$ cat src/hdl/atan2pa_pkg.sv
// ----------------------------------------------------------------------------
// atan2pa_pkg
// Shared widths, constants and pipeline word types for the atan2 core.
// ----------------------------------------------------------------------------
`default_nettype none

package atan2pa_pkg;

    // Field widths
    localparam int IN_WIDTH        = 16;
    localparam int ANGLE_FRAC_BITS = 13;
    localparam int OUT_WIDTH       = ANGLE_FRAC_BITS + 3;

    // Magnitude of an input component, up to 2^(IN_WIDTH-1)
    localparam int MAG_WIDTH = IN_WIDTH;

    // Ratio u in Q1.15
    localparam int U_FRAC    = 15;
    localparam int U_WIDTH   = U_FRAC + 1;
    localparam int DIV_STEPS = U_WIDTH;
    localparam int REM_WIDTH = MAG_WIDTH + 1;
    localparam int NUM_WIDTH = MAG_WIDTH + U_WIDTH;

    localparam logic [U_WIDTH-1:0] ONE_Q15 = U_WIDTH'(32'd1 << U_FRAC);

    // Polynomial term widths
    localparam int QUAD_W = 2 * U_FRAC - 1;
    localparam int LIN2_W = 29;
    localparam int PROD_W = QUAD_W + LIN2_W;

    localparam logic [LIN2_W-1:0] COEF_A_Q15 = LIN2_W'(8018);
    localparam logic [LIN2_W-1:0] COEF_B_Q15 = LIN2_W'(2173);
    localparam logic [LIN2_W-1:0] LIN2_BASE  = COEF_A_Q15 << U_FRAC;

    // Angle arithmetic in Q60, signed 64-bit
    localparam int A_W = 64;
    localparam logic signed [A_W-1:0] PI_Q60      = 64'sh3243F6A8885A308D;
    localparam logic signed [A_W-1:0] HALF_PI_Q60 = 64'sh1921FB54442D1846;

    // pi/4 in Q45, split into two partial products
    localparam int PI4_WIDTH = 45;
    localparam int PI4_LO_W  = 23;
    localparam int PI4_HI_W  = PI4_WIDTH - PI4_LO_W;
    localparam logic [PI4_WIDTH-1:0] PI4_Q45 = PI4_WIDTH'(PI_Q60 >> 17);
    localparam logic [PI4_LO_W-1:0]  PI4_LO  = PI4_Q45[PI4_LO_W-1:0];
    localparam logic [PI4_HI_W-1:0]  PI4_HI  = PI4_Q45[PI4_WIDTH-1:PI4_LO_W];

    localparam int LIN_LO_W = U_WIDTH + PI4_LO_W;
    localparam int LIN_HI_W = U_WIDTH + PI4_HI_W;
    localparam int G_W      = U_WIDTH + PI4_WIDTH;

    // Output rounding and saturation
    localparam int ROUND_SHIFT = 60 - ANGLE_FRAC_BITS;
    localparam int Q_WIDTH     = ANGLE_FRAC_BITS + 4;
    localparam int QM_W        = ANGLE_FRAC_BITS + 2;
    localparam logic [A_W-1:0] ROUND_HALF = A_W'(1) << (ROUND_SHIFT - 1);
    localparam logic [A_W-1:0] PI_RND     = (PI_Q60 + ROUND_HALF) >> ROUND_SHIFT;
    localparam logic [QM_W-1:0] PI_OUT    = QM_W'(PI_RND);

    // Quadrant information carried along the pipe
    typedef struct packed {
        logic x_zero;
        logic y_pos;
        logic y_neg;
        logic x_neg;
        logic y_lt_x;
    } t_flags;

    // One divider stage word
    typedef struct packed {
        logic [REM_WIDTH-1:0] rem;
        logic [REM_WIDTH-1:0] den;
        logic [U_WIDTH-1:0]   low;
        logic [U_WIDTH-1:0]   q;
        t_flags               flags;
    } t_div;

endpackage

`default_nettype wire

$ cat src/hdl/atan2pa_poly.sv
// ----------------------------------------------------------------------------
// atan2pa_poly
// g(u) = (pi/4)u + u(1-u)(A + B*u) in Q60, three register stages.
// ----------------------------------------------------------------------------
`default_nettype none

module atan2pa_poly (
    input  wire logic                                  i_clk,
    input  wire logic                                  i_rst_n,
    input  wire logic                                  i_en,
    input  wire logic                                  i_valid,
    input  wire logic [atan2pa_pkg::U_WIDTH-1:0]       i_q,
    input  wire atan2pa_pkg::t_flags                   i_flags,
    output logic                                       o_valid,
    output logic [atan2pa_pkg::G_W-1:0]                o_g,
    output atan2pa_pkg::t_flags                        o_flags
);
    import atan2pa_pkg::*;

    logic [U_WIDTH-1:0]   u;
    logic [2*U_WIDTH-1:0] quad_full;
    logic [LIN2_W-1:0]    n_lin2;
    logic [LIN_LO_W-1:0]  n_lin_lo;
    logic [LIN_HI_W-1:0]  n_lin_hi;
    logic [PROD_W-1:0]    n_prod;
    logic [G_W-1:0]       n_lin;
    logic [G_W-1:0]       n_g;

    logic [2:0]           r_valid;
    logic [QUAD_W-1:0]    r_quad;
    logic [LIN2_W-1:0]    r_lin2;
    logic [LIN_LO_W-1:0]  r_lin_lo;
    logic [LIN_HI_W-1:0]  r_lin_hi;
    t_flags               r_flags1;
    logic [PROD_W-1:0]    r_prod;
    logic [G_W-1:0]       r_lin;
    t_flags               r_flags2;
    logic [G_W-1:0]       r_g;
    t_flags               r_flags3;

    // stage 1: clamp, u(1-u), linear coefficient, pi/4 partial products
    assign u         = (i_q > ONE_Q15) ? ONE_Q15 : i_q;
    assign quad_full = u * (ONE_Q15 - u);
    assign n_lin2    = LIN2_BASE + COEF_B_Q15 * u;
    assign n_lin_lo  = u * PI4_LO;
    assign n_lin_hi  = u * PI4_HI;

    // stage 2: cubic product, recombine linear term
    assign n_prod = r_quad * r_lin2;
    assign n_lin  = {r_lin_hi, {PI4_LO_W{1'b0}}} + r_lin_lo;

    // stage 3: sum
    assign n_g = r_lin + r_prod;

    always_ff @(posedge i_clk) begin
        if (!i_rst_n) begin
            r_valid <= '0;
        end else if (i_en) begin
            r_valid <= {r_valid[1:0], i_valid};
        end
    end

    always_ff @(posedge i_clk) begin
        if (i_en) begin
            r_quad   <= quad_full[QUAD_W-1:0];
            r_lin2   <= n_lin2;
            r_lin_lo <= n_lin_lo;
            r_lin_hi <= n_lin_hi;
            r_flags1 <= i_flags;
            r_prod   <= n_prod;
            r_lin    <= n_lin;
            r_flags2 <= r_flags1;
            r_g      <= n_g;
            r_flags3 <= r_flags2;
        end
    end

    assign o_valid = r_valid[2];
    assign o_g     = r_g;
    assign o_flags = r_flags3;

endmodule

`default_nettype wire

$ cat config.mk
export PLATFORM = sky130hd
export DESIGN_NAME = atan2pa_poly
export DESIGN_NICKNAME = d
export VERILOG_FILES = /design/src/hdl/atan2pa_pkg.sv /design/src/hdl/atan2pa_poly.sv
export SDC_FILE = /design/constraint.sdc
export NUM_CORES = 2
export LEC_CHECK = 0
export ABC_AREA = 1
export ABC_CLOCK_PERIOD_IN_PS = 8650
export BUFFER_PORTS_ARGS = -buffer_cell sky130_fd_sc_hd__buf_4
export CAP_MARGIN = 0
export CORE_ASPECT_RATIO = 0.8
export CORE_MARGIN = 2
export CORE_UTILIZATION = 25
export CTS_BUF_LIST = sky130_fd_sc_hd__clkbuf_4
export DETAILED_ROUTE_END_ITERATION = 16
export GPL_TIMING_DRIVEN = 0
export HOLD_SLACK_MARGIN = 0.03
export PLACE_DENSITY = 0.49
export REMOVE_ABC_BUFFERS = 1
export SYNTH_ARGS = -nofsm -noshare
export SYNTH_HDL_FRONTEND = slang
export SYNTH_SLANG_ARGS = --single-unit
$ cat constraint.sdc
create_clock -name i_clk -period 8.65 [get_ports i_clk]
set_input_delay 0 -clock i_clk [delete_from_list [all_inputs] [get_ports i_clk]]
set_output_delay 0 -clock i_clk [all_outputs]
set_load 0.02 [all_outputs]
# Word-level counts from Yosys, hierarchy flattened
# Index checks and enable logic that the tools add are counted.
# op_classes
mux,1
multipliers,5
n_lt_le_gt_ge,1
addsub,4
# op_table
op,count
$add A61 B39 Y61,1
$add A61 B58 Y61,1
$mul A29 B29 Y58,1
$mul A16 B23 Y39 const B,1
$mul A16 B21 Y37 const B,1
$add A28 B28 Y29 const A,1
$mul A17 B17 Y29,1
$mul A12 B16 Y28 const A,1
$sub A16 B16 Y17 const A,1
$gt A16 B16 Y1 const B,1
$mux W16,1
# totals
register_bits,332
wordCells,34
input_bits,25
output_inout_bits,67

# Logic depth before layout (Yosys ltp)
# logic_depth
depth_word,4
mapped_depth,42
depth_no_buf,39

# Worst setup path after synthesis
# OpenSTA, ideal clock, no wires.
# synth_path
kind,input to register
from,in i_q[7] in the netlist's numbering
to,reg r_quad[22] (data pin)
slack_ns,1.505
cell_stages,37
path_buffers,2
setup_time_ns,0.259
arrival_time_ns,6.887
t_required_ns,8.391
path_cell_list,inv_2 > nand4_1 > nor2_1 > nand2_1 > nand2_2 > inv_2 > buf_12 > nor2_4 > inv_2 > ha_1 > nand2_1 > nor2_4 > and2_1 > ha_1 > inv_1 > clkbuf_1 > nand2_1 > fa_1 > inv_1 > fa_1 > inv_1 > fa_1 > inv_1 > fa_1 > fa_1 > inv_1 > fa_1 > inv_1 > ha_1 > a21oi_1 > a21boi_0 > nor2_1 > nor2_1 > nand2_1 > nand2_1 > nand2_1 > xor2_1
# synth_between
elab_chain_cells,4
# synth_lines
element,line,rtl
"start, declared",atan2pa_poly.sv:12,"input wire logic [atan2pa_pkg::U_WIDTH-1:0] i_q,"
$gt A16 B16 Y1,atan2pa_poly.sv:42,assign u = (i_q > ONE_Q15) ? ONE_Q15 : i_q;
$mux W16 (*),atan2pa_poly.sv:42,
$sub A16 B16 Y17,atan2pa_poly.sv:43,assign quad_full = u * (ONE_Q15 - u);
$mul A17 B17 Y29 (*),atan2pa_poly.sv:43,
net quad_full[22],atan2pa_poly.sv:21,logic [2*U_WIDTH-1:0] quad_full;
"end signal, assigned",atan2pa_poly.sv:65,r_quad <= quad_full[QUAD_W-1:0];
"end, declared",atan2pa_poly.sv:30,logic [QUAD_W-1:0] r_quad;
# Mark *: on every way through the listed nets, which the timed path passes. The rest lies on a longest branch.
# A chain may end at the register's enable or synchronous reset.

# Worst setup path after layout
# layout_path
from,in i_q[0] in the netlist's numbering
to,reg r_quad[24] (data pin)
# The elaborated chain is that of the path after synthesis.

==> summary.txt <==
Status
  – Run status: finished clean

Yosys
  – Ys async rst share: 0%
  – Largest cells by area after synthesis: fa_1 33%, ha_1 15%, edfxtp_1 14%, inv_1 12%, nand2_1 11%
  – Sequential share of the synthesized area: about 14%
  – Top cell type's share of synthesized area: between 30% and 40%
  – Synth Instances: around 8500
  – Most common cell in the netlist: inv_1
  – EDFF count, synth: 322
  – Synthesis-stage register bit count: 325
  – List of most frequent post-synthesis cells: 2177 x inv_1, 2013 x nand2_1, 1167 x fa_1, 844 x ha_1, 566 x nor2_1
  – Post-synth top flop: edfxtp_1
  – Synthesis warning total: 0
  – Post-Syn Area: 0.0698 mm²
  – Yosys top cell by area: fa_1
  – Mean post-synth cell area: 8.17 µm²
  – Netlist cell types: 58

Placement
  – Placed Instances: 12146
  – Port bufs: 90
  – HPWL after DPL: 192 mm
  – GPL Wtd Cong: 0.926

Floorplan
  – Starting Density: 25.1%
  – Ports: 92
  – Core Footprint: approximately 0.28 mm²
  – Die Y: 477 µm
  – Row count: 173
  – Die ar.: about 0.28 mm²
  – Die width: approximately 600 µm

Timing
  – Post-Route Skew: 0.142 ns
  – Worst slew margin: 10.5%
  – Slew Limit Fails: 0
  – Tmin final: 8.19 ns
  – RSZ-0062 raised after global routing: false
  – Period utilization: 94.7%
  – Worst Tran Pin Value: 1.34 ns
  – Final setup fails: 0
  – FMAX: around 120 MHz
  – Final Hold Vio Count: 0

Routing
  – Detailed Route Iter0 Violations: 4148
  – WL per Instance: 18.3 µm
  – Vias per inst: 4.46
  – Final wirelength: 226 mm
  – ANT nets after route: 0
  – Drt drc: 0
  – Via Count: 55169
  – DRT Pass-1 Iters: 6

Worst setup path
  – Max FO, Critical Path: 17
  – WP data required: 9.36 ns
  – Buf+Inv Stages, Crit Path: 10
  – Worst setup EP type: flip-flop
  – Worst path slowest cell: fa_1
  – Crit-path leading delay family: adder cells
  – Crit Path Category: in2reg
  – Startpoint Class: input pin
  – Worst endpoint data arrival time: 8.90 ns
  – CP peak stage delay: between 0.5 and 0.6 ns

Clocking
  – Clock Latency Late Sink: 0.99 ns
  – Root Driver: clkbuf_4
  – H-tree depth: 3
  – Clk pin slew, worst setup/hold paths: about 0.070 ns
  – CTS Buf Count: 85
  – TritonCTS clock tree: yes
  – Bufs on Longest Clock Path: 3
  – # clock sinks: around 330

Global routing
  – First-pass GRT wire length: 349 mm
  – Vias in the first global route: a little under 60000
  – Grt total ovfl: 0
  – Initial antenna violation count: 4
  – Pin count of the biggest net entering global routing: 118
  – Total GRT Usage: 16.0%

Min path
  – Hold Crit Class: in2reg

Final layout
  – Layout cell share with drive strength beyond 1: 4.16%
  – Area Overhead vs Synth: 11.1%
  – Final std cells w/o fill: roughly 12000
  – # nets final: about 11000
  – Number of fillers in the final layout: 30048

Flow run
  – Max Cap Violations: 0
==> worst reg2reg max path, delay by kind of cell, from the launching register on <==
family,cells,cell delay (ns)
DFF,1,0.96
and+or+nand+nor,6,0.95
AOI/OAI and AO/OA,3,0.94
buffers and inverters,6,0.53
adders and majority gates,9,4.35
==> placed cells by master, fill, tap and decap left out, types with 24 or more instances in the layout <==
cell type / count
o21ai_0: 198
fa_1: 1167
o21bai_1: 34
nand2_1: 2013
buf_4: 96
a21oi_1: 320
nor2_1: 564
inv_1: 2175
clkbuf_4: 115
dlygate4sd3_1: 24
edfxtp_1: 322
buf_16: 61
xnor2_1: 33
nor3_1: 50
nand4_1: 69
xor2_1: 159
nand3_1: 235
ha_1: 844
==> registers in the layout, summed over array words and instances, names as in the netlist <==
register	cells
r_lin2	28
r_valid	3
r_lin_hi	36
r_prod	58
r_lin	60
r_flags2	5
o_g	60
r_quad	29
r_flags1	5
r_lin_lo	36
o_flags	5
==> through the flow <==
step	cell area [µm²]	util, %	worst slack [ns]	setup TNS [ns]	hold WS (ns)
detailed placement	75500	27.2	-1.28	-15.62	0.180
global route	77600	27.9	0.0772	0	0.0708
global placement	74300	26.7	-3.35	-114.19	0.178
CTS	76800	27.7	0.106	0	0.0330
floorplan	69000	-	0.615	0	0.0989
finish	77600	27.9	0.459	0	0.179
==> layer usage <==
layer / vias up / track usage, % / part of all wire, %
met2: 1674 / 23.1 / 41
li1: 25863 / - / -
met1: 27441 / 24.6 / 51
met4: 0 / 2.70 / 1.6
met3: 191 / 2.96 / 7.0
met5: - / 0 / 0
==> final timing paths <==
check	endpoint	slack (ns)	cells after the start	from
max	r_quad[24]	0.46	35	i_q[0]
min reg2reg	r_lin[8]	0.39	0	r_lin_lo[8]
max reg2reg	r_prod[57]	0.64	24	r_quad[10]
min	r_quad[28]	0.18	8	i_q[13]
==> layout make-up <==
type / count / area, µm² / area share (%)
Clock inverter: 27 / 260 / 0.336
Clock buffer: 115 / 863 / 1.11
Tap cell: 3675 / 4600 / 5.93
Multi-Input combinational cell: 5820 / 51100 / 65.9
Antenna cell: 10 / 25.0 / 0.0323
Sequential cell: 325 / 9730 / 12.5
Timing Repair Buffer: 185 / 2720 / 3.50
Inverter: 2199 / 8260 / 10.7
==> kinds of logic (layout without fill, tap and decap cells) <==
kind of cell	count (synthesis)	after routing	synth area share (%)
DFF	325	325	13.9
and+or+nand+nor	2993	2999	17.3
buffers and inverters	2404	2526	13.0
other	1	15	0.00537
adders and majority gates	2011	2011	48.6
xor gates and xnor gates	192	192	2.41
AOI/OAI and AO/OA	613	613	4.76
==> repair_timing <==
item,in CTS,in global routing
setup endpoints to repair,10,11
endpoints found under the hold margin,148,0
hold buffers,24,0
pin swaps,1,7
gates resized for setup,0,3
gates cloned,0,6
buffers inserted,1,7
Power is not shown: default switching activity piles up to over one toggle a cycle in this logic, so the estimate is an artifact.
