[config.mk]
export PLATFORM = sky130hd
export DESIGN_NAME = atan2pa_div
export DESIGN_NICKNAME = d
export VERILOG_FILES = /design/src/hdl/atan2pa_pkg.sv /design/src/hdl/atan2pa_div.sv
export SDC_FILE = /design/constraint.sdc
export NUM_CORES = 1
export LEC_CHECK = 0
export BUFFER_PORTS_ARGS = -buffer_cell sky130_fd_sc_hd__buf_4
export CORE_MARGIN = 3
export CORE_UTILIZATION = 55
export CTS_CLUSTER_DIAMETER = 150
export DETAILED_ROUTE_END_ITERATION = 10
export PLACE_DENSITY = 0.73
export SYNTH_ARGS = -nofsm -noshare
export SYNTH_HDL_FRONTEND = slang
export SYNTH_SLANG_ARGS = --single-unit
[constraint.sdc]
create_clock -name i_clk -period 2.93 [get_ports i_clk]
set_input_delay 0.293 -clock i_clk [delete_from_list [all_inputs] [get_ports i_clk]]
set_output_delay 0.293 -clock i_clk [all_outputs]
set_load 0.05 [all_outputs]
[src/hdl/atan2pa_pkg.sv]
// ----------------------------------------------------------------------------
// atan2pa_pkg
// Shared widths, constants and pipeline word types for the atan2 core.
// ----------------------------------------------------------------------------
`default_nettype none

package atan2pa_pkg;

    // Field widths
    localparam int IN_WIDTH        = 16;
    localparam int ANGLE_FRAC_BITS = 13;
    localparam int OUT_WIDTH       = ANGLE_FRAC_BITS + 3;

    // Magnitude of an input component, up to 2^(IN_WIDTH-1)
    localparam int MAG_WIDTH = IN_WIDTH;

    // Ratio u in Q1.15
    localparam int U_FRAC    = 15;
    localparam int U_WIDTH   = U_FRAC + 1;
    localparam int DIV_STEPS = U_WIDTH;
    localparam int REM_WIDTH = MAG_WIDTH + 1;
    localparam int NUM_WIDTH = MAG_WIDTH + U_WIDTH;

    localparam logic [U_WIDTH-1:0] ONE_Q15 = U_WIDTH'(32'd1 << U_FRAC);

    // Polynomial term widths
    localparam int QUAD_W = 2 * U_FRAC - 1;
    localparam int LIN2_W = 29;
    localparam int PROD_W = QUAD_W + LIN2_W;

    localparam logic [LIN2_W-1:0] COEF_A_Q15 = LIN2_W'(8018);
    localparam logic [LIN2_W-1:0] COEF_B_Q15 = LIN2_W'(2173);
    localparam logic [LIN2_W-1:0] LIN2_BASE  = COEF_A_Q15 << U_FRAC;

    // Angle arithmetic in Q60, signed 64-bit
    localparam int A_W = 64;
    localparam logic signed [A_W-1:0] PI_Q60      = 64'sh3243F6A8885A308D;
    localparam logic signed [A_W-1:0] HALF_PI_Q60 = 64'sh1921FB54442D1846;

    // pi/4 in Q45, split into two partial products
    localparam int PI4_WIDTH = 45;
    localparam int PI4_LO_W  = 23;
    localparam int PI4_HI_W  = PI4_WIDTH - PI4_LO_W;
    localparam logic [PI4_WIDTH-1:0] PI4_Q45 = PI4_WIDTH'(PI_Q60 >> 17);
    localparam logic [PI4_LO_W-1:0]  PI4_LO  = PI4_Q45[PI4_LO_W-1:0];
    localparam logic [PI4_HI_W-1:0]  PI4_HI  = PI4_Q45[PI4_WIDTH-1:PI4_LO_W];

    localparam int LIN_LO_W = U_WIDTH + PI4_LO_W;
    localparam int LIN_HI_W = U_WIDTH + PI4_HI_W;
    localparam int G_W      = U_WIDTH + PI4_WIDTH;

    // Output rounding and saturation
    localparam int ROUND_SHIFT = 60 - ANGLE_FRAC_BITS;
    localparam int Q_WIDTH     = ANGLE_FRAC_BITS + 4;
    localparam int QM_W        = ANGLE_FRAC_BITS + 2;
    localparam logic [A_W-1:0] ROUND_HALF = A_W'(1) << (ROUND_SHIFT - 1);
    localparam logic [A_W-1:0] PI_RND     = (PI_Q60 + ROUND_HALF) >> ROUND_SHIFT;
    localparam logic [QM_W-1:0] PI_OUT    = QM_W'(PI_RND);

    // Quadrant information carried along the pipe
    typedef struct packed {
        logic x_zero;
        logic y_pos;
        logic y_neg;
        logic x_neg;
        logic y_lt_x;
    } t_flags;

    // One divider stage word
    typedef struct packed {
        logic [REM_WIDTH-1:0] rem;
        logic [REM_WIDTH-1:0] den;
        logic [U_WIDTH-1:0]   low;
        logic [U_WIDTH-1:0]   q;
        t_flags               flags;
    } t_div;

endpackage

`default_nettype wire

[src/hdl/atan2pa_div.sv]
// ----------------------------------------------------------------------------
// atan2pa_div
// Pipelined restoring divider, one quotient bit per stage.
// ----------------------------------------------------------------------------
`default_nettype none

module atan2pa_div (
    input  wire logic                                  i_clk,
    input  wire logic                                  i_rst_n,
    input  wire logic                                  i_en,
    input  wire logic                                  i_valid,
    input  wire atan2pa_pkg::t_div                     i_st,
    output logic                                       o_valid,
    output logic [atan2pa_pkg::U_WIDTH-1:0]            o_q,
    output atan2pa_pkg::t_flags                        o_flags
);
    import atan2pa_pkg::*;

    logic [DIV_STEPS-1:0] r_valid;
    t_div                 r_st [DIV_STEPS];

    // shift in one numerator bit, subtract divisor if it fits
    function automatic t_div div_step(input t_div s);
        logic [REM_WIDTH:0] trial;
        logic [REM_WIDTH:0] diff;
        t_div               res;
        trial   = {s.rem, s.low[U_WIDTH-1]};
        diff    = trial - {1'b0, s.den};
        res     = s;
        res.low = {s.low[U_WIDTH-2:0], 1'b0};
        res.q   = {s.q[U_WIDTH-2:0], ~diff[REM_WIDTH]};
        res.rem = diff[REM_WIDTH] ? trial[REM_WIDTH-1:0] : diff[REM_WIDTH-1:0];
        return res;
    endfunction

    always_ff @(posedge i_clk) begin
        if (!i_rst_n) begin
            r_valid <= '0;
        end else if (i_en) begin
            r_valid <= {r_valid[DIV_STEPS-2:0], i_valid};
        end
    end

    always_ff @(posedge i_clk) begin
        if (i_en) begin
            r_st[0] <= div_step(i_st);
            for (int k = 1; k < DIV_STEPS; k++) begin
                r_st[k] <= div_step(r_st[k-1]);
            end
        end
    end

    assign o_valid = r_valid[DIV_STEPS-1];
    assign o_q     = r_st[DIV_STEPS-1].q;
    assign o_flags = r_st[DIV_STEPS-1].flags;

endmodule

`default_nettype wire

* Word level (Yosys, flattened, before mapping)
Memories as Yosys holds them, arrays and structs flattened.
Cells that the tools add are included.
** Storage, ports and cells
- Bits in registers :: 16
- Memory bits (writable) :: 1120
- Bits of input ports :: 75
- Output and inout bits :: 22
- Word-level logic and storage cells :: 52
- Memories :: 1
** Memories
- r_st :: depth 16, bits a word 70, read ports 16, clocked after Yosys merged registers in 0, wr ports 16, RTL line atan2pa_div.sv:20 : t_div r_st [DIV_STEPS];
** Cells by class
- $add $sub $neg :: 16
- Multiplexer cells :: 18
- Bitwise gates (word level) :: 16
** Operators with widths (number)
- 18-bit by 17-bit subtractor with 18-bit output :: 16
- 17-bit 2-to-1 mux :: 16
- 1-bit inverter :: 16
- 1-bit 2-to-1 mux :: 2

* Longest topological paths before layout
Gate-level depths: netlist of run 1.
An unclocked memory read counts as a cell.
- Depth after elaboration :: 3
- Mapped depth :: 12
- Depth with buffers taken out :: 12

* Least setup slack after synthesis of run 1
Ideal clock, no wire load.
- Path type :: register -> register
- Start point :: memory r_st[0][177] (netlist bit)
- End point :: memory r_st[0][272] (netlist bit), data pin
- Library setup time :: 260 ps
- Arrival :: 2920 ps
- Required time :: 2670 ps
- Setup slack :: -251 ps
- Stages on the path, launching flop included :: 13
- Path buffers :: 1
- Period minus slack after synthesis :: 3181 ps
- Path through :: edfxtp_1 -> inv_1 -> ha_1 -> nor2b_1 -> o31a_2 -> o41a_4 -> a41oi_4 -> o21ai_2 -> nor2_1 -> o31ai_2 -> xor2_2 -> buf_6 -> mux2_4
** RTL lines (RTL line)
- start, declared :: atan2pa_div.sv:20

==> metrics.txt, run 1 <==
status finished with violations; failing checks setup timing; H-tree levels 3; relative slew slack 0.628; Worst Max-Slew Pin Slew 558 ps; ANT nets after route 0; Antenna diodes 0; nets 3907; Yosys reg bits 862; die height 282 microns; Die Wd 282 microns; Max Freq 314 MHz; worst slack at placement -344 ps; total track usage 0.191; clk root buf clkbuf_16; unrepaired setup endpoints after global routing true; post-DP HPWL 51500 microns; fin. max-slew vios 0; PnR worst setup slack -253 ps; Cells after Synth 3048; antenna violations before repair 0; WS Path Type reg -> reg; final instance area 0.0515 sq mm; total core area 0.0749 sq mm; Post-Syn Nets 3409; wire length per cell 17.1 microns; Worst Hold Class in -> reg; Power Density 1150 mW/mm^2; Worst Setup Start Kind flip-flop; vias in the first global route 26100; num ports 97; final setup violation count 208; Synth Flop Type edfxtp_1; Area Overhead vs Synth 22.9%; Hold EP r_st[0][54]; Worst Hold Launch i_st[54]; first-pass GRT wire length 125000 microns; remaining global-route overflow 0; Via-to-Cell Ratio 5.50; area of the die 0.0795 sq mm; Clock Skew 33.3 ps; CP required 3310 ps; fraction of layout cells with a size suffix above 1 0.253; GP Congestion 0.890; drt drc 0; number of cell rows 100; Sink Count 862; worst r2r dst r_st[0][345]; First-pass DRT Iterations 7; ys async rst share 0; worst skew pair latency 650 ps; cell count of the worst reg-to-reg path 12; crit path DAT 3560 ps; sequential-to-total area share from yosys stat 0.614; Placed Instances 4271; Synth cell types 86; Post-Syn Area 0.0419 sq mm; largest net degree at the start of global routing 100; Final Critical Period 3180 ps; Placed Instance Area 0.0456 sq mm; Initial Util 0.559; final hold vios 0; vias post-DR 25200; CTS clk-pin slew, worst paths 60 ps; fin crit share 1.09; Worst VDD drop 0.558 mV; Synth Warn # 0; Max FO, Critical Path 7; reg2reg start r_st[0][247]; final cell count without fillers 4589; CTS tree yes; total CTS buffers 91; drt initial violations 1343; hold path cells 3; Mean Syn Cell Area 13.7 sq um; CP endpoint kind flip-flop; commonest non-fill, non-tap cell in the layout edfxtp_1; Post-synth EDFFs 846; Leakage 21.2 nW; Max Cap Viol 0; highest-count cells in the layout ignoring fill and taps edfxtp_1, buf_4, inv_1, ha_1, nor2_1; fillers 4884; maximum buffer depth of the clock tree 3; PortBufs 80; drt total wl 78500 microns; R2R setup slack -250 ps
stage by stage:
| stage | total power [mW] | hold slack, ps | util | TNS (ps) |
|---|---|---|---|---|
| CTS | 56.0 | 16.7 | 0.670 | -19020 |
| finish | 59.4 | 62.1 | 0.687 | -21250 |
| global route | 62.7 | 80.3 | 0.687 | -46280 |
| global placement | 40.9 | 400 | 0.609 | -18330 |
| detailed placement | 42.1 | 405 | 0.609 | -35330 |
| floorplan | 35.4 | 392 | - | -4750 |
worst max path at each step:
stage	slack [ps]	from	endpoint	depth (start not counted)
after CTS	-200	r_st[1][123]	r_st[1][199]	11
after detailed placement	-340	r_st[1][177]	r_st[1][272]	11
after global placement	-180	r_st[1][177]	r_st[1][267]	11
after global routing	-360	r_st[0][263]	r_st[0][345]	11
final	-250	r_st[0][247]	r_st[0][345]	12
after floorplan	-180	r_st[0][177]	r_st[0][272]	12
worst max-delay path: stages (launching register included):
cell,delay (ps)
edfxtp_1,390
inv_1,70
ha_1,230
nor2b_4,130
o31a_1,280
o41ai_4,300
o21ai_2,130
o21ai_2,230
o21ai_4,120
a221oi_4,320
xnor2_4,200
clkbuf_16,220
mux2_4,300
routing by layer:
layer,share of wire,GRT usage,vias up
li1,-,-,12300
met1,0.41,0.228,12300
met2,0.53,0.352,499
met3,0.037,0.0275,185
met4,0.031,0.0693,0
met5,0,0,-
Yosys cell counts, drive strengths merged, types with 11 or more instances:
cell,number,area share
o211ai,13,0.0023
a21o,53,0.0095
o31a,12,0.0025
nor2,160,0.014
ha,271,0.081
o21a,51,0.0091
dfxtp,16,0.0076
nand3,44,0.0053
o21ai,128,0.016
xor2,45,0.011
o31ai,22,0.0050
fa,15,0.0072
nor2b,70,0.011
xnor2,144,0.031
o41ai,12,0.0032
a31oi,18,0.0028
buf,40,0.0073
a21oi,160,0.019
o21bai,20,0.0036
nor3,40,0.0048
nand2b,23,0.0034
a211oi,11,0.0020
mux2i,54,0.013
edfxtp,846,0.61
mux2,186,0.051
inv,336,0.030
nand2,112,0.010
power breakdown:
group	total [mW]	leakage, nW	switching, mW	internal [mW]
registers	19.1	8.41	1.49	17.6
logic	29.1	11.3	13.1	16.0
clock network	11.2	1.42	4.79	6.46
sequential cells by signal (all words and copies together), names as in the netlist:
| signal | count |
|---|---|
| r_st | 846 |
| r_valid | 16 |
final cells by class:
| cell class | count | area (sq um) | area share |
|---|---|---|---|
| Clock buffer | 109 | 2370 | 0.0460 |
| Clock inverter | 58 | 609 | 0.0118 |
| Inverter | 336 | 1260 | 0.0245 |
| Multi-Input combinational cell | 1803 | 16100 | 0.312 |
| Sequential cell | 862 | 25700 | 0.500 |
| Tap cell | 969 | 1210 | 0.0235 |
| Timing Repair Buffer | 452 | 4250 | 0.0826 |
logic make-up after synthesis:
family          after synthesis  share of synthesized area
compound gates              585                     0.0963
xor+xnor                    189                     0.0416
fa+ha+maj                   286                     0.0881
buf+inv                     383                     0.0380
flops                       862                      0.614
mux                         240                     0.0638
simple gates                503                     0.0579
repair_timing:
item                                    4_1_cts  5_1_grt
hold buffers                                 56        0
cloned                                        4       13
setup buffers                                41       39
pin swaps                                    46       74
gates resized for setup                     156      195
hold endpoints to repair                     69        0
endpoints found under the setup margin      213      253
Power figures use the tool's default switching activity.
==> run 2: changes to the inputs <==
CORE_UTILIZATION = 57   (was 55)
PLACE_DENSITY = 0.77   (was 0.73)
==> run 2 against run 1 <==
  * The flow still finishes with violations (setup timing)
  * Flip-flop and latch count unchanged
  * Clock power about the same
  * Worst setup slack better by 8.8 ps
  * Cell count down 0.31%
  * Critical path type unchanged
  * Largest power group unchanged
  * Largest cell class unchanged
  * Sequential power about the same
  * Die area down 3.4%
  * Total power about the same
==> metrics.txt, run 2 (synthesized netlist as in run 1, its figures left out) <==
status finished with violations (unchanged); failing checks setup timing (unchanged); Via-to-Cell Ratio 5.55 (was 5.50); total core area 0.0721 sq mm (was 0.0749 sq mm); R2R setup slack -240 ps (was -250 ps); Placed Instance Area 0.0455 sq mm (was 0.0456 sq mm); final hold vios 0 (unchanged); number of flip-flops in the largest register 846 (unchanged); Max Cap Viol 0 (unchanged); worst r2r dst r_st[1][130] (was r_st[0][345]); worst setup path endpoint r_st[1][130] (was r_st[0][345]); Sink Count 862 (unchanged); critical-path cell list inv_2 > ha_4 > nor2b_4 > o211ai_1 > a31o_2 > a21oi_4 > a221o_1 > a221oi_2 > xnor2_2 > buf_12 > clkbuf_16 > mux2_4 (was inv_1 > ha_1 > nor2b_4 > o31a_1 > o41ai_4 > o21ai_2 > o21ai_2 > o21ai_4 > a221oi_4 > xnor2_4 > clkbuf_16 > mux2_4); M1 wire length 31800 microns (was 32000 microns); uppermost layer routed met4 (unchanged); Placed Instances 4240 (was 4271); post-DP HPWL 50900 microns (was 51500 microns); highest-count cells in the layout ignoring fill and taps edfxtp_1, buf_4, inv_1, ha_1, mux2_4 (was edfxtp_1, buf_4, inv_1, ha_1, nor2_1); H-tree levels 3 (unchanged); wire length per cell 17.2 microns (was 17.1 microns); CP max stage cell edfxtp_1 (unchanged); unrepaired setup endpoints after global routing true (unchanged); largest net degree at the start of global routing 82 (was 100); remaining global-route overflow 0 (unchanged); Clock Skew 24.0 ps (was 33.3 ps); nets 3914 (was 3907); number of cell rows 98 (was 100); relative slew slack 0.583 (was 0.628); cell count of the worst reg-to-reg path 12 (unchanged); num ports 97 (unchanged); crit path DAT 3550 ps (was 3560 ps); drt drc 0 (unchanged); Crit path depth 12 (unchanged); drt initial violations 1481 (was 1343); commonest non-fill, non-tap cell in the layout edfxtp_1 (unchanged); final setup violation count 189 (was 208); reg2reg start r_st[1][37] (was r_st[0][247]); PnR worst setup slack -244 ps (was -253 ps); Worst VDD drop 0.917 mV (was 0.558 mV); CP max stage delay 410 ps (was 390 ps); vias in the first global route 26500 (was 26100); die height 277 microns (was 282 microns); clk root buf clkbuf_16 (unchanged); CTS tree yes (unchanged); PortBufs 80 (unchanged); Worst Max-Slew Pin Slew 625 ps (was 558 ps); ANT nets after route 0 (unchanged); CTS clk-pin slew, worst paths 60 ps (about the same); vias post-DR 25400 (was 25200); final instance area 0.0514 sq mm (was 0.0515 sq mm); Power Density 1150 mW/mm^2 (about the same); worst skew pair latency 640 ps (was 650 ps); antenna violations before repair 0 (unchanged); GP Congestion 0.879 (was 0.890); drt total wl 78600 microns (was 78500 microns); Critical Path Start r_st[1][37] (was r_st[0][247]); Worst Hold Launch i_st[54] (unchanged); CP required 3310 ps (about the same); fraction of layout cells with a size suffix above 1 0.251 (was 0.253); final core utilization 0.713 (was 0.687); Worst Hold Class in -> reg (unchanged); area of the die 0.0768 sq mm (was 0.0795 sq mm); final cell count without fillers 4575 (was 4589); first-pass GRT wire length 127000 microns (was 125000 microns); Max Freq 315 MHz (was 314 MHz); Final Critical Period 3170 ps (was 3180 ps); Max FO, Critical Path 8 (was 7); total CTS buffers 89 (was 91); met2 WL 41700 microns (was 41300 microns); Initial Util 0.581 (was 0.559); biggest regs r_st (846), r_valid (16) (unchanged); fin. max-slew vios 0 (unchanged); WS Path Type reg -> reg (unchanged); CP endpoint kind flip-flop (unchanged); Die Wd 277 microns (was 282 microns); total track usage 0.198 (was 0.191); Antenna diodes 0 (unchanged); Most flops, register r_st (unchanged); Worst Setup Start Kind flip-flop (unchanged); Area Overhead vs Synth 22.7% (was 22.9%); Leakage 21.2 nW (about the same); maximum buffer depth of the clock tree 3 (unchanged); Crit path max-delay family compound AO/OA/AOI/OAI gates (unchanged); fin crit share 1.08 (was 1.09); setup TNS -22470 ps (was -21250 ps); Crit path buffers/inverters 3 (was 2); First-pass DRT Iterations 7 (unchanged); met3 wire len 2960 microns (was 2900 microns)
-- run 2: worst min-delay path by stage --
| stage | to | cells past startpoint |
|---|---|---|
| 2_1_floorplan | r_st[0][0] | 0 |
| 4_1_cts | r_st[0][54] | 3 |
| 6_report | r_st[0][54] | 3 |
| 5_1_grt | r_st[0][54] | 3 |
| 3_5_place_dp | r_st[0][142] | 0 |
| 3_3_place_gp | r_st[0][144] | 0 |
-- run 2: report_power, final --
| part | switching (mW) | internal (mW) | leakage, nW |
|---|---|---|---|
| sequential | 1.49 | 17.6 | 8.41 |
| clock | 4.62 | 6.61 | 1.44 |
| combinational | 13.0 | 16.1 | 11.3 |
-- run 2: worst register-to-register path, delay by kind of cell (launching register included) --
family                     cells  cell delay, ps
AOI/OAI and AO/OA              5            1240
xor gates and xnor gates       1             240
adders and majority gates      1             200
buffers and inverters          3             420
DFF                            1             410
muxes                          1             300
and+or+nand+nor                1             120
-- run 2: repair_timing --
item,4_1_cts,5_1_grt
gates resized for setup,195,139
hold buffers,56,0
gates cloned,14,2
buffers inserted,59,52
pin swaps,46,74
endpoints found under the hold margin,69,0
endpoints found under the setup margin,220,263
-- run 2: through the flow --
step / hold WS (ps) / worst slack, ps / power [mW]
after global placement: 400 / -177 / 40.7
final: 75.1 / -244 / 59.4
after CTS: 39.5 / -237 / 58.0
after global routing: 83.3 / -365 / 62.7
after floorplan: 392 / -183 / 35.4
after detailed placement: 405 / -342 / 41.9
-- run 2: layout make-up --
type	count	area [sq um]
multi-input combinational	1803	16000
inverter	336	1260
timing repair buffer	461	4290
sequential	862	25700
fill	4478	20700
tap	950	1190
clock inverter	64	644
clock buffer	99	2290
-- run 2: layer usage --
layer  global-route usage  vias to the layer above
met1                0.231                    12400
li1                     -                    12300
met2                0.368                      540
met4               0.0711                        0
met3               0.0296                      165
met5                    0                        -
