### src/hdl/atan2pa_pkg.sv
// ----------------------------------------------------------------------------
// atan2pa_pkg
// Shared widths, constants and pipeline word types for the atan2 core.
// ----------------------------------------------------------------------------
`default_nettype none

package atan2pa_pkg;

    // Field widths
    localparam int IN_WIDTH        = 16;
    localparam int ANGLE_FRAC_BITS = 13;
    localparam int OUT_WIDTH       = ANGLE_FRAC_BITS + 3;

    // Magnitude of an input component, up to 2^(IN_WIDTH-1)
    localparam int MAG_WIDTH = IN_WIDTH;

    // Ratio u in Q1.15
    localparam int U_FRAC    = 15;
    localparam int U_WIDTH   = U_FRAC + 1;
    localparam int DIV_STEPS = U_WIDTH;
    localparam int REM_WIDTH = MAG_WIDTH + 1;
    localparam int NUM_WIDTH = MAG_WIDTH + U_WIDTH;

    localparam logic [U_WIDTH-1:0] ONE_Q15 = U_WIDTH'(32'd1 << U_FRAC);

    // Polynomial term widths
    localparam int QUAD_W = 2 * U_FRAC - 1;
    localparam int LIN2_W = 29;
    localparam int PROD_W = QUAD_W + LIN2_W;

    localparam logic [LIN2_W-1:0] COEF_A_Q15 = LIN2_W'(8018);
    localparam logic [LIN2_W-1:0] COEF_B_Q15 = LIN2_W'(2173);
    localparam logic [LIN2_W-1:0] LIN2_BASE  = COEF_A_Q15 << U_FRAC;

    // Angle arithmetic in Q60, signed 64-bit
    localparam int A_W = 64;
    localparam logic signed [A_W-1:0] PI_Q60      = 64'sh3243F6A8885A308D;
    localparam logic signed [A_W-1:0] HALF_PI_Q60 = 64'sh1921FB54442D1846;

    // pi/4 in Q45, split into two partial products
    localparam int PI4_WIDTH = 45;
    localparam int PI4_LO_W  = 23;
    localparam int PI4_HI_W  = PI4_WIDTH - PI4_LO_W;
    localparam logic [PI4_WIDTH-1:0] PI4_Q45 = PI4_WIDTH'(PI_Q60 >> 17);
    localparam logic [PI4_LO_W-1:0]  PI4_LO  = PI4_Q45[PI4_LO_W-1:0];
    localparam logic [PI4_HI_W-1:0]  PI4_HI  = PI4_Q45[PI4_WIDTH-1:PI4_LO_W];

    localparam int LIN_LO_W = U_WIDTH + PI4_LO_W;
    localparam int LIN_HI_W = U_WIDTH + PI4_HI_W;
    localparam int G_W      = U_WIDTH + PI4_WIDTH;

    // Output rounding and saturation
    localparam int ROUND_SHIFT = 60 - ANGLE_FRAC_BITS;
    localparam int Q_WIDTH     = ANGLE_FRAC_BITS + 4;
    localparam int QM_W        = ANGLE_FRAC_BITS + 2;
    localparam logic [A_W-1:0] ROUND_HALF = A_W'(1) << (ROUND_SHIFT - 1);
    localparam logic [A_W-1:0] PI_RND     = (PI_Q60 + ROUND_HALF) >> ROUND_SHIFT;
    localparam logic [QM_W-1:0] PI_OUT    = QM_W'(PI_RND);

    // Quadrant information carried along the pipe
    typedef struct packed {
        logic x_zero;
        logic y_pos;
        logic y_neg;
        logic x_neg;
        logic y_lt_x;
    } t_flags;

    // One divider stage word
    typedef struct packed {
        logic [REM_WIDTH-1:0] rem;
        logic [REM_WIDTH-1:0] den;
        logic [U_WIDTH-1:0]   low;
        logic [U_WIDTH-1:0]   q;
        t_flags               flags;
    } t_div;

endpackage

`default_nettype wire

### src/hdl/atan2pa_post.sv
// ----------------------------------------------------------------------------
// atan2pa_post
// Sign and quadrant fix-up, rounding, saturation and output register.
// ----------------------------------------------------------------------------
`default_nettype none

module atan2pa_post (
    input  wire logic                                  i_clk,
    input  wire logic                                  i_rst_n,
    input  wire logic                                  i_en,
    input  wire logic                                  i_valid,
    input  wire logic [atan2pa_pkg::G_W-1:0]           i_g,
    input  wire atan2pa_pkg::t_flags                   i_flags,
    output logic                                       o_valid,
    output logic signed [atan2pa_pkg::OUT_WIDTH-1:0]   o_angle
);
    import atan2pa_pkg::*;

    logic signed [A_W-1:0] g_ext;
    logic signed [A_W-1:0] n_gs;
    logic signed [A_W-1:0] off;
    logic signed [A_W-1:0] n_a;
    logic [A_W-1:0]        n_mag;
    logic [A_W-1:0]        rnd_sum;
    logic [Q_WIDTH-1:0]    q_full;
    logic [QM_W-1:0]       n_q;
    logic [OUT_WIDTH-1:0]  q_ext;
    logic [OUT_WIDTH-1:0]  n_angle;

    logic [4:0]            r_valid;
    logic signed [A_W-1:0] r_gs;
    t_flags                r_flags;
    logic signed [A_W-1:0] r_a;
    logic [A_W-1:0]        r_mag;
    logic                  r_neg1;
    logic [QM_W-1:0]       r_q;
    logic                  r_neg2;
    logic [OUT_WIDTH-1:0]  r_angle;

    // stage 1: sign of z = y/x
    assign g_ext = {{(A_W - G_W){1'b0}}, i_g};
    assign n_gs  = (i_flags.y_neg ^ i_flags.x_neg) ? -g_ext : g_ext;

    // stage 2: quadrant
    always_comb begin
        off = '0;
        n_a = '0;
        if (r_flags.x_zero) begin
            if (r_flags.y_pos) begin
                n_a = HALF_PI_Q60;
            end else if (r_flags.y_neg) begin
                n_a = -HALF_PI_Q60;
            end
        end else if (r_flags.y_lt_x) begin
            if (r_flags.x_neg) begin
                off = r_flags.y_neg ? -PI_Q60 : PI_Q60;
            end
            n_a = off + r_gs;
        end else begin
            off = r_flags.y_neg ? (HALF_PI_Q60 - PI_Q60) : HALF_PI_Q60;
            n_a = off - r_gs;
        end
    end

    // stage 3: magnitude
    assign n_mag = r_a[A_W-1] ? -r_a : r_a;

    // stage 4: round half away from zero, clip to pi
    assign rnd_sum = r_mag + ROUND_HALF;
    assign q_full  = rnd_sum[ROUND_SHIFT +: Q_WIDTH];
    assign n_q     = (q_full > PI_OUT) ? PI_OUT : q_full[QM_W-1:0];

    // stage 5: restore sign
    assign q_ext   = {1'b0, r_q};
    assign n_angle = r_neg2 ? -q_ext : q_ext;

    always_ff @(posedge i_clk) begin
        if (!i_rst_n) begin
            r_valid <= '0;
        end else if (i_en) begin
            r_valid <= {r_valid[3:0], i_valid};
        end
    end

    always_ff @(posedge i_clk) begin
        if (i_en) begin
            r_gs    <= n_gs;
            r_flags <= i_flags;
            r_a     <= n_a;
            r_mag   <= n_mag;
            r_neg1  <= r_a[A_W-1];
            r_q     <= n_q;
            r_neg2  <= r_neg1;
            r_angle <= n_angle;
        end
    end

    assign o_valid = r_valid[4];
    assign o_angle = r_angle;

endmodule

`default_nettype wire

### config.mk
export PLATFORM = sky130hd
export DESIGN_NAME = atan2pa_post
export DESIGN_NICKNAME = d
export VERILOG_FILES = /design/src/hdl/atan2pa_pkg.sv /design/src/hdl/atan2pa_post.sv
export SDC_FILE = /design/constraint.sdc
export NUM_CORES = 1
export LEC_CHECK = 0
export BUFFER_PORTS_ARGS = -buffer_cell sky130_fd_sc_hd__buf_4
export CORE_MARGIN = 5
export CORE_UTILIZATION = 40
export CTS_BUF_LIST = sky130_fd_sc_hd__clkbuf_8
export DETAILED_ROUTE_END_ITERATION = 10
export GPL_TIMING_DRIVEN = 0
export SYNTH_ARGS = -nofsm -noshare
export SYNTH_HDL_FRONTEND = slang
export SYNTH_SLANG_ARGS = --single-unit
### constraint.sdc
create_clock -name i_clk -period 10.71 [get_ports i_clk]
set_clock_uncertainty 0.05 [all_clocks]
set_input_delay 1.6065 -clock i_clk [delete_from_list [all_inputs] [get_ports i_clk]]
set_output_delay 1.6065 -clock i_clk [all_outputs]
set_load 0.05 [all_outputs]
---- Yosys cells after proc, flatten, opt, wreduce, memory -nomap -nowiden ----
Index checks and enable logic that the tools add are counted.
word-level totals
  bits in registers ....................... 235
  word-level logic and storage cells ...... 36
  input bits .............................. 70
  output and inout port bits .............. 17
cells by class
  multiplexer cells ....................... 12
  add/subtract/negate cells ............... 6
  bitwise operators ....................... 1
  magnitude comparators ................... 1
operators with widths
  kind                                                             number
  2-to-1 mux 64 bit                                                9
  adder 64 x 47 -> 64 bit, second input constant                   1
  adder 64 bit                                                     1
  negation 61 -> 64 bit                                            1
  negation 64 bit                                                  1
  subtractor 64 bit                                                1
  2-to-1 mux 63 bit                                                1
  2-to-1 mux 61 bit                                                1
  greater-than comparator 17 x 15 -> 1 bit, second input constant  1
  negation 15 -> 16 bit                                            1
  2-to-1 mux 15 bit                                                1
  bitwise XOR 1 bit                                                1

---- Depth between registers and ports, before layout ----
Gate-level depths: netlist of run 1.
  depth in word-level cells ............... 7
  gate-level depth with buffers ........... 20
  gate-level depth less buffers ........... 15

---- Worst setup path after synthesis of run 1 ----
Ideal clock, no wire load.
  path kind ............................... register -> register
  from .................................... register r_flags[2] (netlist name)
  to ...................................... register r_a[54] (data pin)
  library setup time ...................... 0.261 ns
  stages on the path, launching flop included .. 21
  buffers on the path ..................... 5
  arrival ................................. 6.199 ns
  setup slack ............................. 4.200 ns
  required time ........................... 10.399 ns
  period minus slack after synthesis ...... 6.510 ns
  cells stage by stage .................... edfxtp_1 clkbuf_1 buf_2 inv_1 clkbuf_1 clkbuf_1 buf_1 ha_1 inv_1 fa_1 a21o_1 a221o_1 a222oi_1 a2111oi_0 o2111ai_1 a21oi_1 o21ai_0 o31ai_1 a21oi_1 o32ai_1 a311o_1
on the way
  word-level cells in the longest chain between the ends .. 7
  elaborated cells on any way between the ends .. 11
  classes of those cells .................. add/sub (2); mux (9)
ends and longest elaborated chain
  element                 RTL line            source
  from (decl)             atan2pa_post.sv:32  t_flags r_flags;
  from (signal assigned)  atan2pa_post.sv:88  r_flags <= i_flags;
  2-to-1 mux 64 bit       atan2pa_post.sv:56  off = r_flags.y_neg ? -PI_Q60 : PI_Q60;
  2-to-1 mux 64 bit       atan2pa_post.sv:55  if (r_flags.x_neg) begin
  2-to-1 mux 64 bit       atan2pa_post.sv:54  end else if (r_flags.y_lt_x) begin
  2-to-1 mux 64 bit       atan2pa_post.sv:48  if (r_flags.x_zero) begin
  adder 64 bit            atan2pa_post.sv:58  n_a = off + r_gs;
  2-to-1 mux 64 bit       atan2pa_post.sv:54
  2-to-1 mux 64 bit *     atan2pa_post.sv:48
  named net n_a[54]       atan2pa_post.sv:22  logic signed [A_W-1:0] n_a;
  to (signal assigned)    atan2pa_post.sv:89  r_a <= n_a;
  to (decl)               atan2pa_post.sv:33  logic signed [A_W-1:0] r_a;
The timed path passes the listed nets; every way through them passes the cells marked *. The select of a mux whose other input is x is not followed.
A chain may end at the register's enable or synchronous reset.

---- Worst setup path after layout of run 1 ----
Ends and elaborated chain as after synthesis.

==> flow_metrics.py, run 1 <==
metrics = {
    "hold_path": {
        "worstHoldEndpoint": "o_angle[0]",
        "whs_path_depth": 0,
        "worst_hold_path_type": "reg2reg",
        "holdCritStartpoint": "r_q[0]",
    },
    "placement": {
        "place.port_buffers": 86,
        "post_dp_hpwl_mm": 48.7,
        "place_area_mm2": 0.0195,
        "final_weighted_congestion_of_routability_driven_global_placement": 0.958,
        "place_ws_ns": 2.57,
    },
    "flow_run": {
        "timing.max_cap.violations": 0,
    },
    "logic_synthesis": {
        "synth_edf_count": 184,
        "synth-seq-cells": 189,
        "ys.warnings.count": 0,
        "sequential_fraction_of_the_synthesis_area": 0.311,
        "synth-main-ff-cell": "sky130_fd_sc_hd__edfxtp_1",
        "synthArstFlopShare": 0,
        "post_synth_inst_count": 2223,
        "syn_nets": 2362,
        "ys_types": 79,
        "syn_area_per_cell_um2": 8.13,
        "syn-cell-area_mm2": 0.0181,
    },
    "worst_setup_path": {
        "timing.critical_path.fanout_max": 37,
        "rr_worst_depth": 21,
        "critPathLaunchType": "flip-flop",
        "critPathMaxStageDelay_ns": 0.81,
        "reg2reg_slack_ns": 2.38,
        "critPathArrivalTime_ns": 8.59,
        "rr_endpoint": "r_a[54]",
        "crit_top_cell": "sky130_fd_sc_hd__clkbuf_1",
        "critical_path.n_buffers_inverters": 8,
        "crit_path_top_delay_cell": "sky130_fd_sc_hd__buf_2",
        "wp_data_required_ns": 10.98,
        "critical_path.top_delay_family": "compound AO/OA/AOI/OAI gates",
        "regToRegStartpoint": "r_flags[2]",
        "element_type_at_the_critical_path_end": "flip-flop",
        "critPathKind": "reg2reg",
        "path_cells": "buf_16 > clkbuf_1 > buf_2 > inv_1 > clkbuf_1 > clkbuf_1 > buf_2 > ha_1 > inv_1 > fa_1 > a21o_1 > a221o_1 > a222oi_1 > a2111oi_0 > o2111ai_1 > a21oi_1 > o21ai_0 > o31ai_1 > a21oi_1 > o32ai_1 > a311o_1",
    },
    "clocking": {
        "max-clock-path-buffers": 2,
        "cts_root_buffer": "sky130_fd_sc_hd__clkbuf_8",
        "postCtsResizedCells": 0,
        "clock_sinks": 189,
        "htreeDepth": 4,
        "cts_tree": "yes",
        "post-cts-setup-buffer-count": 0,
        "clkLatencyLatePin_ns": 0.59,
        "cts_buffers": 17,
        "holdBufCountCts": 0,
        "clkSlewWorstSetupHoldPaths_ns": 0.09,
    },
    "detailed_routing": {
        "vias": 17488,
        "vias_per_cell": 5.95,
        "initialDrtViolationCount": 1547,
        "detailedRoute.firstPassIterationCount": 8,
        "wirelength_mm": 61.0,
        "remaining_drc_errors": 0,
        "antenna_violating_nets_left": 0,
        "routed_wire_length_per_instance_um": 20.8,
    },
    "finish": {
        "seq_area_mm2": 0.00563,
        "n_fill_cell": 4473,
        "finalCoreUtilization": 0.450,
        "nets": 2470,
        "multi_input_comb_area_mm2": 0.0115,
        "post_route_cells_drive_above_1_share": 0.0712,
        "layout.cells.most_common": "sky130_fd_sc_hd__xnor2_1",
        "syn2layout_area_growth_pct": 10.5,
        "mostFrequentLayoutCells": "217 x sky130_fd_sc_hd__xnor2_1, 204 x sky130_fd_sc_hd__a21oi_1, 198 x sky130_fd_sc_hd__nand2_1",
        "final_design_area_no_fill_mm2": 0.0200,
    },
    "pwr": {
        "switching_share": 0.425,
        "cellInternalPower_mw": 1.70,
        "report.power.total_mw": 2.95,
        "power_per_cell_area_mw_per_mm2": 148,
        "combPwrFrac": 0.479,
        "seq_power_share": 0.344,
        "clockPowerShare": 0.176,
        "power_spent_charging_and_discharging_nets_mw": 1.26,
        "worst_vdd_drop_mv": 0.0906,
        "p_leak_nw": 7.14,
    },
    "sta": {
        "timing.final.hold_violations": 0,
        "worst_slew_margin_rel": 0.0951,
        "setup_tns_ns": 0,
        "setup_ws_ns": 2.38,
        "post-route-period-util": 0.778,
        "max_freq_mhz": 120,
        "slew_worst_pin_ns": 1.34,
        "finalCriticalPeriod_ns": 8.33,
        "report.final.setup_viol": 0,
        "slew_violations": 0,
        "rsz0062_at_grt": "false",
    },
    "floorplanning": {
        "die_area_mm2": 0.0495,
        "std_cell_rows": 77,
        "die_width_um": 223,
        "core_area_mm2": 0.0444,
        "start_util": 0.407,
        "die_h_um": 223,
        "io_pins": 87,
    },
    "global_route": {
        "number_of_antenna_violations_at_the_first_check_in_global_routing": 1,
        "global_route.usage.total": 0.240,
        "grt_pass1_wl_mm": 95.0,
        "grt.overflow.total": 0,
        "grt_start_max_net_pins": 121,
        "first_global_vias": 16366,
    },
    "run_status": {
        "outcome": "complete, no violations",
    },
}
[synthesized netlist by cell type (all sizes together) (10+ instances only)]
| cell | n | area, µm² |
|---|---|---|
| xnor2 | 217 | 1900 |
| a21oi | 204 | 1020 |
| nand2 | 198 | 743 |
| edfxtp | 184 | 5530 |
| nor2 | 180 | 676 |
| o21ai | 180 | 901 |
| clkbuf | 127 | 477 |
| inv | 105 | 394 |
| ha | 68 | 851 |
| xor2 | 59 | 517 |
| nor3 | 47 | 235 |
| a31oi | 43 | 269 |
| nand3 | 41 | 205 |
| o31ai | 37 | 292 |
| nor4 | 34 | 219 |
| a21o | 30 | 225 |
| o22ai | 30 | 188 |
| nand4 | 29 | 181 |
| nand2b | 26 | 163 |
| o211ai | 24 | 180 |
| nor2b | 22 | 138 |
| buf | 20 | 83.8 |
| a211oi | 19 | 143 |
| and3 | 19 | 119 |
| o21bai | 18 | 135 |
| and2 | 15 | 93.8 |
| mux2i | 14 | 140 |
| or3 | 14 | 109 |
| o41ai | 13 | 114 |
| or2 | 13 | 81.3 |
| a32oi | 11 | 96.3 |
| o221ai | 11 | 96.3 |
| a22oi | 10 | 75.1 |
| o21a | 10 | 75.1 |
[registers in the layout, indices dropped and copies added, names as in the netlist]
name     flops
o_angle     16
r_mag       18
r_q         15
r_neg1       1
r_neg2       1
r_a         64
r_valid      5
r_flags      5
r_gs        64
[power groups by stage]
stage | Clock, mW | Sequential, mW | Combinational (mW)
6_report | 0.521 | 1.02 | 1.42
5_1_grt | 0.565 | 1.03 | 1.54
4_1_cts | 0.541 | 1.02 | 1.39
3_5_place_dp | 0 | 1.03 | 1.38
3_3_place_gp | 0 | 1.03 | 1.37
2_1_floorplan | 0 | 1.04 | 0.960
[per-layer routing]
layer  track usage  up-vias  routed length, µm
li1              -     8446                  -
met1         0.344     8194              27500
met2         0.370      736              26600
met3        0.0327      112               4760
met4        0.0927        0               2100
met5             0        -                  0
[final cells by class]
class | count | area share
tap | 592 | 0.0371
inverter | 108 | 0.0203
sequential | 189 | 0.282
buffer | 147 | 0.0281
clock inverter | 15 | 0.00921
multi-input combinational | 1779 | 0.575
clock buffer | 17 | 0.0117
antenna | 1 | 0.000125
timing repair buffer | 89 | 0.0369
[worst max-delay path by stage]
stage | start | end | slack, ns | depth (start not counted)
6_report | r_flags[2] | r_a[54] | 2.38 | 21
5_1_grt | r_flags[2] | r_a[54] | 2.04 | 21
4_1_cts | r_flags[2] | r_a[54] | 2.57 | 21
3_5_place_dp | r_flags[2] | r_a[54] | 2.57 | 21
3_3_place_gp | r_flags[2] | r_a[54] | 1.12 | 20
2_1_floorplan | r_flags[2] | r_a[54] | 4.20 | 20
[through the flow]
step / hold WS, ns / cells
3_5_place_dp: 0.364 / 2904
4_1_cts: 0.410 / 2936
5_1_grt: 0.422 / 2937
3_3_place_gp: 0.375 / 2901
2_1_floorplan: 0.350 / 2223
6_report: 0.407 / 2937
[cell families (layout without fill, tap and decap cells)]
group | Yosys count | after routing | synth area share
AO/OA/AOI/OAI | 739 | 739 | 0.260
XOR/XNOR | 276 | 276 | 0.134
adder cells (fa/ha/maj) | 71 | 71 | 0.0493
buffers and inverters | 255 | 376 | 0.0535
flip-flops | 189 | 189 | 0.311
multiplexers | 14 | 14 | 0.00776
other | 0 | 1 | 0
AND/OR/NAND/NOR | 679 | 679 | 0.184
Note: power is estimated with default switching activity, not from simulation.
==> run 2: changes to the inputs <==
==> constraint.sdc (replaced) <==
create_clock -name i_clk -period 8.6 [get_ports i_clk]
set_clock_uncertainty 0.05 [all_clocks]
set_input_delay 1.29 -clock i_clk [delete_from_list [all_inputs] [get_ports i_clk]]
set_output_delay 1.29 -clock i_clk [all_outputs]
set_load 0.05 [all_outputs]
==> run 2 against run 1 <==
Effect of this change: critical path depth unchanged; non-clock buffer count stayed put; via count decreased by 0.10%; clock-buffer cell count stayed put; sequential share of layout area about the same; clock power grew 25%; first-iteration DRC count is 0.19% higher; combinational power increased by 24%; register-to-register slack lost 1.9 ns; cell area hardly changed; critical path type unchanged; critical endpoint unchanged.
==> flow_metrics.py, run 2 (synthesis results as in run 1) <==
metrics = {
    "run_status": {
        "outcome": "complete, no violations",
    },
    "floorplanning": {
        "die_area_mm2": 0.0495,
        "io_pins": 87,
        "start_util": 0.407,
        "core_area_mm2": 0.0444,
        "die_h_um": 223,
        "std_cell_rows": 77,
        "die_width_um": 223,
    },
    "worst_setup_path": {
        "crit_top_cell": "sky130_fd_sc_hd__clkbuf_1",
        "critPathLaunchType": "flip-flop",
        "crit_path_top_delay_cell": "sky130_fd_sc_hd__a222oi_1",
        "critPathKind": "reg2reg",
        "path_cells": "buf_16 > clkbuf_1 > buf_2 > inv_1 > clkbuf_1 > clkbuf_1 > clkbuf_4 > ha_1 > inv_1 > fa_1 > a21o_1 > a221o_1 > a222oi_1 > a2111oi_0 > o2111ai_1 > a21oi_1 > o21ai_0 > o31ai_1 > a21oi_1 > o32ai_1 > a311o_1",
        "timing.critical_path.fanout_max": 37,
        "wp_data_required_ns": 8.87,
        "crit_start": "r_flags[2]",
        "critPathArrivalTime_ns": 8.39,
        "critPathMaxStageDelay_ns": 0.67,
        "element_type_at_the_critical_path_end": "flip-flop",
        "regToRegStartpoint": "r_flags[2]",
    },
    "global_route": {
        "global_route.usage.total": 0.240,
        "grt_pass1_wl_mm": 95.0,
        "grt_start_max_net_pins": 121,
        "first_global_vias": 16366,
        "grt.overflow.total": 0,
        "number_of_antenna_violations_at_the_first_check_in_global_routing": 1,
    },
    "placement": {
        "post_dp_hpwl_mm": 48.7,
        "place_inst": 2904,
        "place.port_buffers": 86,
        "final_weighted_congestion_of_routability_driven_global_placement": 0.958,
        "place_area_mm2": 0.0195,
    },
    "finish": {
        "layout.cells.non_filler": 2937,
        "mostFrequentLayoutCells": "217 x sky130_fd_sc_hd__xnor2_1, 204 x sky130_fd_sc_hd__a21oi_1, 198 x sky130_fd_sc_hd__nand2_1",
        "seq_area_mm2": 0.00563,
        "nets": 2470,
        "final_design_area_no_fill_mm2": 0.0200,
        "multi_input_comb_area_mm2": 0.0115,
        "post_route_cells_drive_above_1_share": 0.0712,
        "syn2layout_area_growth_pct": 10.5,
        "layout.cells.most_common": "sky130_fd_sc_hd__xnor2_1",
        "n_fill_cell": 4473,
        "biggestRegsByFlops": "r_a x64, r_gs x64, r_mag x18",
    },
    "detailed_routing": {
        "routed_wire_length_per_instance_um": 20.8,
        "detailroute.wirelength.met3_mm": 4.72,
        "wirelength_mm": 61.0,
        "antenna_violating_nets_left": 0,
        "wirelength_met1_mm": 27.6,
        "initialDrtViolationCount": 1550,
        "vias": 17470,
        "remaining_drc_errors": 0,
        "routed-wl-met2_mm": 26.7,
        "routed.top_layer": "met4",
        "detailedRoute.firstPassIterationCount": 8,
        "vias_per_cell": 5.95,
    },
    "sta": {
        "max_freq_mhz": 123,
        "finalCriticalPeriod_ns": 8.12,
        "timing.final.hold_violations": 0,
        "post-route-period-util": 0.944,
        "report.final.setup_viol": 0,
        "slew_worst_pin_ns": 1.37,
        "worst_slew_margin_rel": 0.0720,
        "rsz0062_at_grt": "false",
        "slew_violations": 0,
    },
    "pwr": {
        "p_leak_nw": 7.14,
        "report.power.total_mw": 3.68,
        "power_per_cell_area_mw_per_mm2": 184,
        "worst_vdd_drop_mv": 0.113,
    },
    "clocking": {
        "clkSlewWorstSetupHoldPaths_ns": 0.09,
        "cts_root_buffer": "sky130_fd_sc_hd__clkbuf_8",
        "htreeDepth": 4,
        "holdBufCountCts": 0,
        "cts_buffers": 17,
        "postCtsResizedCells": 0,
        "clock_sinks": 189,
        "clkLatencyLatePin_ns": 0.59,
        "cts_tree": "yes",
        "max-clock-path-buffers": 2,
        "post-cts-setup-buffer-count": 0,
    },
    "hold_path": {
        "worst_hold_path_type": "reg2reg",
        "holdCritStartpoint": "r_q[0]",
    },
    "flow_run": {
        "timing.max_cap.violations": 0,
    },
}
==> run 2: final cells by class <==
cell class | instances | share of cell area
Timing Repair Buffer | 89 | 0.0368
Clock inverter | 15 | 0.00921
Buffer | 147 | 0.0283
Antenna cell | 1 | 0.000125
Tap cell | 592 | 0.0371
Clock buffer | 17 | 0.0117
Multi-Input combinational cell | 1779 | 0.575
Sequential cell | 189 | 0.282
Inverter | 108 | 0.0203
==> run 2: metal layers <==
layer / vias to the layer above / track usage
li1: 8443 / -
met1: 8191 / 0.344
met2: 728 / 0.370
met3: 108 / 0.0327
met4: 0 / 0.0927
met5: - / 0
==> run 2: power by group <==
part / total, mW / switching, mW / internal (mW)
registers: 1.27 / 0.0847 / 1.18
clock network: 0.649 / 0.357 / 0.292
logic: 1.76 / 1.12 / 0.641
total: 3.68 / 1.57 / 2.11
==> run 2: per-stage QoR <==
step / hold WS, ns / setup WS, ns / setup TNS [ns] / util
after floorplan: 0.350 / 2.09 / 0 / -
after global placement: 0.375 / -0.985 / -7.45 / 0.438
after detailed placement: 0.364 / 0.462 / 0 / 0.440
after CTS: 0.410 / 0.457 / 0 / 0.449
after global routing: 0.422 / 0.149 / 0 / 0.450
final: 0.407 / 0.478 / 0 / 0.450
==> run 2: critical path, delay by kind of cell, from the launching register on <==
kind                       cells  cell delay (ns)
adders and majority gates      2             0.68
DFF                            1             0.53
buffers and inverters          8             2.84
AOI/OAI and AO/OA             11             3.72
==> run 2: path summary, 6_finish.rpt <==
path	depth (start not counted)	to	slack, ns
max	21	r_a[54]	0.48
min	0	o_angle[0]	0.41
max reg2reg	21	r_a[54]	0.48
min reg2reg	0	o_angle[0]	0.41
